--- src/rtl/wfts_pkg.sv ---
// Package for the weighted fair tick scheduler: word types, constants, level factor.
// No dependencies.
package wfts_pkg;

  localparam int TASK_SLOTS_DEF = 16;
  localparam int VRT_W = 40;
  localparam int RUN_W = 16;
  localparam int AGE_W = 24;
  localparam int ID_W  = 16;
  localparam int LVL_W = 4;

  localparam logic ACT_LOAD = 1'b0;
  localparam logic ACT_TICK = 1'b1;

  typedef struct packed {
    logic        action;
    logic [3:0]  slot;
    logic [15:0] task_ident;
    logic [3:0]  task_level;
    logic [15:0] burst_len;
  } in_word_t;

  typedef struct packed {
    logic        ran;
    logic [15:0] ran_ident;
    logic        switched;
    logic        all_done;
  } out_word_t;

  // commands from controller to datapath
  typedef struct packed {
    logic load;     // write slot from input word
    logic clr;      // clear scan accumulators
    logic grow;     // grow runtime of scan slot
    logic scan_min; // runtime minimum pass
    logic scan_wait;// wait maximum pass
    logic scan_pick;// level pick pass
    logic commit;   // update chosen and others
  } dp_cmd_t;

  // level factor: 1 up to level 9, 2 at level 10, 3 at level 11, 6 from level 12 up
  function automatic logic [2:0] level_factor(input logic [3:0] lvl);
    logic [2:0] f;
    begin
      if (lvl <= 4'd9) f = 3'd1;
      else if (lvl == 4'd10) f = 3'd2;
      else if (lvl == 4'd11) f = 3'd3;
      else f = 3'd6;
      return f;
    end
  endfunction

endpackage

--- src/rtl/weighted_fair_tick_scheduler_unit.sv ---
// Top level of the weighted fair tick scheduler.
// Depends on wfts_pkg, wfts_ctrl and wfts_dp.
//
// Usage:
//   Raise start with a word on in_word while busy is low; the word is taken at
//   that edge. A load word writes one slot and clears its counters; a tick word
//   grows runtimes, picks the unfinished task with the least runtime (then the
//   longest waiter, then the lowest level, then the lowest slot) and gives it one
//   slice.
//   Each word gives one result on out_word, marked by out_valid for one cycle.
//   A load gives its result the cycle after acceptance and busy stays low,
//   so loads can follow each cycle. A tick makes four passes over the table,
//   one slot a cycle each (runtime growth, runtime minimum, wait maximum,
//   level pick), then a commit, from which the result is registered.
//   The receiver cannot stall; results must be taken when strobed.
//   Synchronous reset clears the loaded flags, the last chosen slot and the
//   controller; slot contents are only read once loaded.
module weighted_fair_tick_scheduler_unit import wfts_pkg::*; #(
  parameter int TASK_SLOTS = TASK_SLOTS_DEF
) (
  input  logic      clk,
  input  logic      rst_n,
  input  logic      start,
  output logic      busy,
  input  in_word_t  in_word,
  output out_word_t out_word,
  output logic      out_valid
);

  localparam int IDX_W = (TASK_SLOTS > 1) ? $clog2(TASK_SLOTS) : 1;

  dp_cmd_t          cmd;
  logic [IDX_W-1:0] idx;
  logic             done;

  wfts_ctrl #(.TASK_SLOTS(TASK_SLOTS), .IDX_W(IDX_W)) u_ctrl (
    .clk, .rst_n, .start, .action(in_word.action), .busy, .cmd, .idx, .done
  );

  wfts_dp #(.TASK_SLOTS(TASK_SLOTS), .IDX_W(IDX_W)) u_dp (
    .clk, .rst_n, .in_word, .cmd, .idx, .done, .out_word, .out_valid
  );

endmodule

--- src/rtl/wfts_ctrl.sv ---
// Controller for the scheduler: sequences grow and scan passes over the slots.
// Depends on wfts_pkg.
module wfts_ctrl import wfts_pkg::*; #(
  parameter int TASK_SLOTS = TASK_SLOTS_DEF,
  parameter int IDX_W = (TASK_SLOTS > 1) ? $clog2(TASK_SLOTS) : 1
) (
  input  logic             clk,
  input  logic             rst_n,
  input  logic             start,
  input  logic             action,
  output logic             busy,
  output dp_cmd_t          cmd,
  output logic [IDX_W-1:0] idx,
  output logic             done
);

  localparam logic [2:0] S_IDLE = 3'd0;
  localparam logic [2:0] S_GROW = 3'd1;
  localparam logic [2:0] S_MIN  = 3'd2;
  localparam logic [2:0] S_WAIT = 3'd3;
  localparam logic [2:0] S_PICK = 3'd4;
  localparam logic [2:0] S_COMM = 3'd5;

  localparam logic [IDX_W-1:0] LAST = IDX_W'(TASK_SLOTS - 1);

  logic [2:0]       state_r, state_nxt;
  logic [IDX_W-1:0] idx_r, idx_nxt;

  assign busy = (state_r != S_IDLE);
  assign idx  = idx_r;

  // state sequencing, one slot per cycle in each pass
  always_comb begin
    state_nxt = state_r;
    idx_nxt   = idx_r;
    cmd       = '0;
    done      = 1'b0;
    case (state_r)
      S_IDLE: begin
        if (start) begin
          if (action == ACT_LOAD) begin
            cmd.load = 1'b1;
            done     = 1'b1;
          end else begin
            cmd.clr   = 1'b1;
            state_nxt = S_GROW;
            idx_nxt   = '0;
          end
        end
      end
      S_GROW: begin
        cmd.grow = 1'b1;
        idx_nxt  = idx_r + 1'b1;
        if (idx_r == LAST) begin
          state_nxt = S_MIN;
          idx_nxt   = '0;
        end
      end
      S_MIN: begin
        cmd.scan_min = 1'b1;
        idx_nxt      = idx_r + 1'b1;
        if (idx_r == LAST) begin
          state_nxt = S_WAIT;
          idx_nxt   = '0;
        end
      end
      S_WAIT: begin
        cmd.scan_wait = 1'b1;
        idx_nxt       = idx_r + 1'b1;
        if (idx_r == LAST) begin
          state_nxt = S_PICK;
          idx_nxt   = '0;
        end
      end
      S_PICK: begin
        cmd.scan_pick = 1'b1;
        idx_nxt       = idx_r + 1'b1;
        if (idx_r == LAST) begin
          state_nxt = S_COMM;
          idx_nxt   = '0;
        end
      end
      S_COMM: begin
        cmd.commit = 1'b1;
        done       = 1'b1;
        state_nxt  = S_IDLE;
      end
      default: state_nxt = S_IDLE;
    endcase
  end

  always_ff @(posedge clk) begin
    if (!rst_n) begin
      state_r <= S_IDLE;
      idx_r   <= '0;
    end else begin
      state_r <= state_nxt;
      idx_r   <= idx_nxt;
    end
  end

endmodule

--- src/rtl/wfts_dp.sv ---
// Datapath for the scheduler: slot table, counters, scan accumulators, result word.
// Depends on wfts_pkg.
module wfts_dp import wfts_pkg::*; #(
  parameter int TASK_SLOTS = TASK_SLOTS_DEF,
  parameter int IDX_W = (TASK_SLOTS > 1) ? $clog2(TASK_SLOTS) : 1
) (
  input  logic             clk,
  input  logic             rst_n,
  input  in_word_t         in_word,
  input  dp_cmd_t          cmd,
  input  logic [IDX_W-1:0] idx,
  input  logic             done,
  output out_word_t        out_word,
  output logic             out_valid
);

  localparam logic [VRT_W-1:0] VRT_MAX = '1;
  localparam logic [RUN_W-1:0] RUN_MAX = '1;
  localparam logic [AGE_W-1:0] AGE_MAX = '1;

  // slot table
  logic [TASK_SLOTS-1:0] loaded_r;
  logic [ID_W-1:0]       ident_r [TASK_SLOTS];
  logic [LVL_W-1:0]      level_r [TASK_SLOTS];
  logic [15:0]           work_r  [TASK_SLOTS];
  logic [VRT_W-1:0]      vrt_r   [TASK_SLOTS];
  logic [RUN_W-1:0]      run_r   [TASK_SLOTS];
  logic [AGE_W-1:0]      age_r   [TASK_SLOTS];
  logic [IDX_W-1:0]      last_r;

  // scan accumulators
  logic             any_r;
  logic [VRT_W-1:0] vmin_r;
  logic [AGE_W-1:0] wmax_r;
  logic             found_r;
  logic [IDX_W-1:0] pick_r;
  logic [LVL_W-1:0] plvl_r;

  out_word_t out_r;
  logic      valid_r;

  logic       in_range;
  logic       live;
  logic [18:0] add;
  logic [VRT_W:0] grown;
  logic [TASK_SLOTS-1:0] busy_vec;
  logic       all_done;
  logic       do_load;

  assign in_range = (32'(in_word.slot) < TASK_SLOTS);
  assign do_load  = cmd.load && in_range;
  assign live     = loaded_r[idx] && (work_r[idx] != '0);
  assign add      = 19'(level_factor(level_r[idx])) * 19'(run_r[idx]);
  assign grown    = {1'b0, vrt_r[idx]} + (VRT_W+1)'(add);

  // all done, taken from the table after this item's update
  always_comb begin
    for (int i = 0; i < TASK_SLOTS; i++) begin
      busy_vec[i] = loaded_r[i] && (work_r[i] != '0);
      if (do_load && (IDX_W'(in_word.slot) == IDX_W'(i)))
        busy_vec[i] = (in_word.burst_len != '0);
      if (cmd.commit && any_r && (pick_r == IDX_W'(i)))
        busy_vec[i] = (work_r[i] != 16'd1);
    end
    all_done = (busy_vec == '0);
  end

  // table writes
  always_ff @(posedge clk) begin
    if (do_load) begin
      ident_r[IDX_W'(in_word.slot)] <= in_word.task_ident;
      level_r[IDX_W'(in_word.slot)] <= in_word.task_level;
      work_r[IDX_W'(in_word.slot)]  <= in_word.burst_len;
      vrt_r[IDX_W'(in_word.slot)]   <= '0;
      run_r[IDX_W'(in_word.slot)]   <= '0;
      age_r[IDX_W'(in_word.slot)]   <= '0;
    end
    if (cmd.grow && loaded_r[idx])
      vrt_r[idx] <= grown[VRT_W] ? VRT_MAX : grown[VRT_W-1:0];
    if (cmd.commit && any_r) begin
      for (int i = 0; i < TASK_SLOTS; i++) begin
        if (pick_r == IDX_W'(i)) begin
          work_r[i] <= work_r[i] - 16'd1;
          if (run_r[i] != RUN_MAX) run_r[i] <= run_r[i] + 1'b1;
        end else if (loaded_r[i] && age_r[i] != AGE_MAX) begin
          age_r[i] <= age_r[i] + 1'b1;
        end
      end
    end
  end

  // scan passes
  always_ff @(posedge clk) begin
    if (cmd.clr) begin
      any_r   <= 1'b0;
      found_r <= 1'b0;
      wmax_r  <= '0;
    end
    if (cmd.scan_min && live) begin
      if (!any_r || vrt_r[idx] < vmin_r) vmin_r <= vrt_r[idx];
      any_r <= 1'b1;
    end
    if (cmd.scan_wait && live && vrt_r[idx] == vmin_r && age_r[idx] > wmax_r)
      wmax_r <= age_r[idx];
    if (cmd.scan_pick && live && vrt_r[idx] == vmin_r && age_r[idx] == wmax_r) begin
      if (!found_r || level_r[idx] < plvl_r) begin
        pick_r <= idx;
        plvl_r <= level_r[idx];
      end
      found_r <= 1'b1;
    end
  end

  // control state: loaded flags, last chosen, result strobe
  always_ff @(posedge clk) begin
    if (!rst_n) begin
      loaded_r <= '0;
      last_r   <= '0;
      valid_r  <= 1'b0;
    end else begin
      valid_r <= done;
      if (do_load) loaded_r[IDX_W'(in_word.slot)] <= 1'b1;
      if (cmd.commit && any_r) last_r <= pick_r;
    end
  end

  // result word
  always_ff @(posedge clk) begin
    if (done) begin
      out_r.ran       <= cmd.commit && any_r;
      out_r.ran_ident <= (cmd.commit && any_r) ? ident_r[pick_r] : '0;
      out_r.switched  <= cmd.commit && any_r && (pick_r != last_r);
      out_r.all_done  <= all_done;
    end
  end

  assign out_word  = out_r;
  assign out_valid = valid_r;

endmodule

--- config.mk ---
export PLATFORM = sky130hd
export DESIGN_NAME = weighted_fair_tick_scheduler_unit
export DESIGN_NICKNAME = d
export VERILOG_FILES = /design/src/rtl/wfts_pkg.sv /design/src/rtl/weighted_fair_tick_scheduler_unit.sv /design/src/rtl/wfts_ctrl.sv /design/src/rtl/wfts_dp.sv
export SDC_FILE = /design/constraint.sdc
export NUM_CORES = 2
export LEC_CHECK = 0
export ABC_AREA = 1
export BUFFER_PORTS_ARGS = -buffer_cell sky130_fd_sc_hd__buf_2
export CAP_MARGIN = 20
export CORE_ASPECT_RATIO = 1.2
export CORE_MARGIN = 3
export CORE_UTILIZATION = 35
export CTS_BUF_LIST = sky130_fd_sc_hd__clkbuf_8
export CTS_CLUSTER_SIZE = 30
export DETAILED_ROUTE_END_ITERATION = 12
export GPL_ROUTABILITY_DRIVEN = 0
export HOLD_SLACK_MARGIN = 0.02
export PLACE_DENSITY = 0.57
export SKIP_CTS_REPAIR_TIMING = 1
export SYNTH_ARGS = -nofsm -noshare
export SYNTH_HDL_FRONTEND = slang
export SYNTH_SLANG_ARGS = --single-unit
export TNS_END_PERCENT = 10
--- constraint.sdc ---
create_clock -name clk -period 12.09 [get_ports clk]
set_input_delay 1.8135 -clock clk [delete_from_list [all_inputs] [get_ports clk]]
set_output_delay 1.8135 -clock clk [all_outputs]
set_load 0.02 [all_outputs]
==> results.py <==
metrics = {
    "sta": {
        "worstMarginPinSlew_ns": 1.247,
        "skew_ns": 0.05460,
        "fmax_mhz": 118.8,
        "drv_slew": 0,
        "fin_tns_setup_ns": 0,
        "final_hold_viol_count": 0,
        "hold_ws_ns": 0.4522,
        "finalCritPeriodShare": 0.6963,
        "setup_viol": 0,
        "finalCriticalPeriod_ns": 8.418,
        "rsz0062_at_grt": "no",
        "maxSlewHeadroom": 0.1684,
    },
    "worst_setup_path": {
        "reg2reg_depth": 23,
        "ff2ff_setup_slack_ns": 3.67,
        "r2r_end": "u_dp.vrt_r[14][4]",
        "cp.arrival_ns": 8.97,
        "critPathRequiredTime_ns": 12.65,
        "start_kind": "flop",
        "crit_type": "reg2reg",
        "worstSetupEndpointType": "flop",
        "worstPathMaxFanout": 265,
    },
    "place": {
        "dp_hpwl_um": 195700,
        "port_buffers": 64,
        "placed_cell_area_mm2": 0.1073,
    },
    "routing": {
        "viasPerCell": 5.361,
        "drc": 0,
        "drt_iter0_drc": 7720,
        "drt_pass1_iterations": 7,
        "wl_per_cell_um": 20.68,
        "ant_nets": 0,
        "via_count": 80940,
        "routed_wl_um": 312300,
    },
    "die": {
        "ios": 65,
        "die_h_um": 601.2,
        "start_util": 0.3534,
        "num_rows": 217,
        "fp.coreArea_mm2": 0.2924,
        "die_w_um": 502.0,
        "fp.dieArea_mm2": 0.3018,
    },
    "yosys": {
        "synth.area.top_cells": "edfxtp_1 57%, nand2_1 5.9%, nor2_1 5.6%",
        "synth_cell_types": 68,
        "synth_area_leader_cell": "edfxtp_1",
        "synth_edf_count": 1947,
        "synthCells": 10960,
        "ys_ff_latch": 1981,
        "synth.top_cells.by_count": "1947 x edfxtp_1, 1615 x nand2_1, 1531 x nor2_1, 1271 x inv_1, 881 x o21ai_0",
        "synth.avg_cell_area_um2": 9.433,
        "yosysSeqAreaShare": 0.5724,
        "yosysMostFrequentCell": "edfxtp_1",
        "synthFlopType": "edfxtp_1",
        "netlist.area_leader.share": 0.5658,
        "syn_area_mm2": 0.1033,
        "syn-num-nets": 11180,
        "yosys_warnings": 0,
        "synthArstFlopShare": 0,
    },
    "power": {
        "total_power_uw": 19590,
        "ir_drop_mv": 0.4313,
        "p_leak_uw": 0.04456,
        "power_density_mw_per_mm2": 172.1,
    },
    "cells_and_area": {
        "seqCellArea_mm2": 0.05916,
        "multi_input_area_mm2": 0.03732,
        "fillCellCount": 28630,
        "area_delta_synth_final_pct": 10.15,
        "design_area_mm2": 0.1138,
        "utilization": 0.3893,
        "drive_gt1_frac": 0.06796,
        "layout.nets": 11230,
    },
    "cts": {
        "clkTransAtPathRegs_ns": 0.06,
        "clock_latency_ns": 0.95,
        "cts_num_sinks": 1981,
        "cts_tree": "yes",
        "h-tree-depth": 5,
        "cts_inserted_buffers": 318,
        "cts_root_buf": "clkbuf_8",
        "clock_path_buffers": 4,
    },
    "grt": {
        "grt_max_degree": 266,
        "antenna_found_initial": 12,
        "grt_overflow": 0,
        "grt_pass1_vias": 78720,
        "grt_usage": 0.1994,
        "grt_pass1_wl_um": 469600,
    },
    "hold_path": {
        "hp-start": "u_dp.found_r",
        "min-delay-path-class": "reg2reg",
        "holdPathStages": 2,
        "whs_endpoint": "u_dp.found_r",
    },
    "outcome": {
        "outcome": "finished clean",
    },
    "flow_run": {
        "maxCapViolCount": 0,
    },
}
## placed cells by master, fill, tap and decap left out, drive strengths merged, types with 5 or more instances in the layout
| cell type | instances |
|---|---|
| edfxtp | 1947 |
| nand2 | 1625 |
| nor2 | 1542 |
| inv | 1383 |
| o21ai | 918 |
| nand3 | 780 |
| a21oi | 575 |
| clkbuf | 337 |
| nor3 | 329 |
| buf | 199 |
| xor2 | 180 |
| a31oi | 154 |
| ha | 154 |
| nor3b | 142 |
| nand4 | 132 |
| clkinv | 116 |
| xnor2 | 95 |
| o211ai | 87 |
| nor4 | 78 |
| o221ai | 77 |
| a22oi | 66 |
| o22ai | 65 |
| or2 | 56 |
| dfxtp | 34 |
| fa | 31 |
| o31ai | 20 |
| o21bai | 17 |
| a211oi | 16 |
| o21a | 15 |
| bufinv | 12 |
| diode | 10 |
| o41ai | 9 |
| clkinvlp | 9 |
| nand3b | 8 |
| o41a | 8 |
| o2bb2ai | 5 |
## per-stage QoR
step / instances / setup slack (ns)
6_report: 15100 / 3.672
5_1_grt: 15090 / 3.069
4_1_cts: 15060 / 3.796
3_5_place_dp: 14490 / 3.826
3_3_place_gp: 14490 / 3.850
2_1_floorplan: 10960 / 6.507
## how the worst max path moves through the flow
stage / cells past startpoint / to / from / slack, ns
6_report: 23 / u_dp.vrt_r[14][4] / flop / 3.67
5_1_grt: 25 / u_dp.vrt_r[5][1] / flop / 3.07
4_1_cts: 25 / u_dp.vrt_r[15][21] / flop / 3.80
3_5_place_dp: 25 / u_dp.vrt_r[7][21] / flop / 3.83
3_3_place_gp: 25 / u_dp.vrt_r[2][24] / flop / 3.85
2_1_floorplan: 25 / u_dp.vrt_r[0][29] / flop / 6.51
## worst max-delay path: stages (launching register included)
cell and delay [ns]:
dfxtp_4 0.74, clkinv_16 0.50, buf_4 0.72, a21oi_1 0.22, o21ai_0 0.22, nand3_1 0.15
nand3_1 0.16, nand2_1 0.17, nor2_1 0.07, fa_1 0.55, inv_1 0.06, fa_1 0.51
inv_1 0.05, ha_1 0.33, a21oi_1 0.10, nand2_1 0.13, nand4_1 0.11, nand2_1 0.16
a21oi_1 0.14, nor2_1 0.25, nor2_1 0.19, nor2_4 0.22, nand3_4 0.60, a21oi_1 1.08
## registers in the layout (all words and copies together) (netlist names), 24 cells and up, named ones only
register / flops
u_dp.vrt_r: 640
u_dp.wmax_r: 24
u_dp.level_r: 64
u_dp.age_r: 384
u_dp.run_r: 256
u_dp.work_r: 256
u_dp.ident_r: 256
u_dp.vmin_r: 40
## layout make-up
cell class                      instances  share of cell area
Clock buffer                          337             0.04075
Inverter                             1284             0.04275
Antenna cell                           10           0.0002198
Clock inverter                        236             0.01154
Tap cell                             3832             0.04212
Multi-Input combinational cell       7219              0.3279
Timing Repair Buffer                  199             0.01499
Sequential cell                      1981              0.5197
## cells by family after synthesis
logic type	count (synthesis)	share of synthesized area
AO/OA/AOI/OAI	2057	0.1130
AND/OR/NAND/NOR	4702	0.1979
flip-flops	1981	0.5724
adder cells (fa/ha/maj)	185	0.02465
XOR/XNOR	275	0.02331
buffers and inverters	1755	0.06886
## per-layer routing
metal / track usage / up-vias / wire, um
met2: 0.3358 / 2792 / 148800
met3: 0.02873 / 723 / 20550
met4: 0.08487 / 4 / 14340
met5: 0 / - / 24
met1: 0.2554 / 39230 / 128600
li1: - / 38190 / -
## report_power, final
part | total, uW | internal, uW | switching [uW]
Sequential | 7770 | 7670 | 97.1
Clock | 5640 | 2840 | 2790
Combinational | 6180 | 1800 | 4380
(Power assumes the default switching activity.)
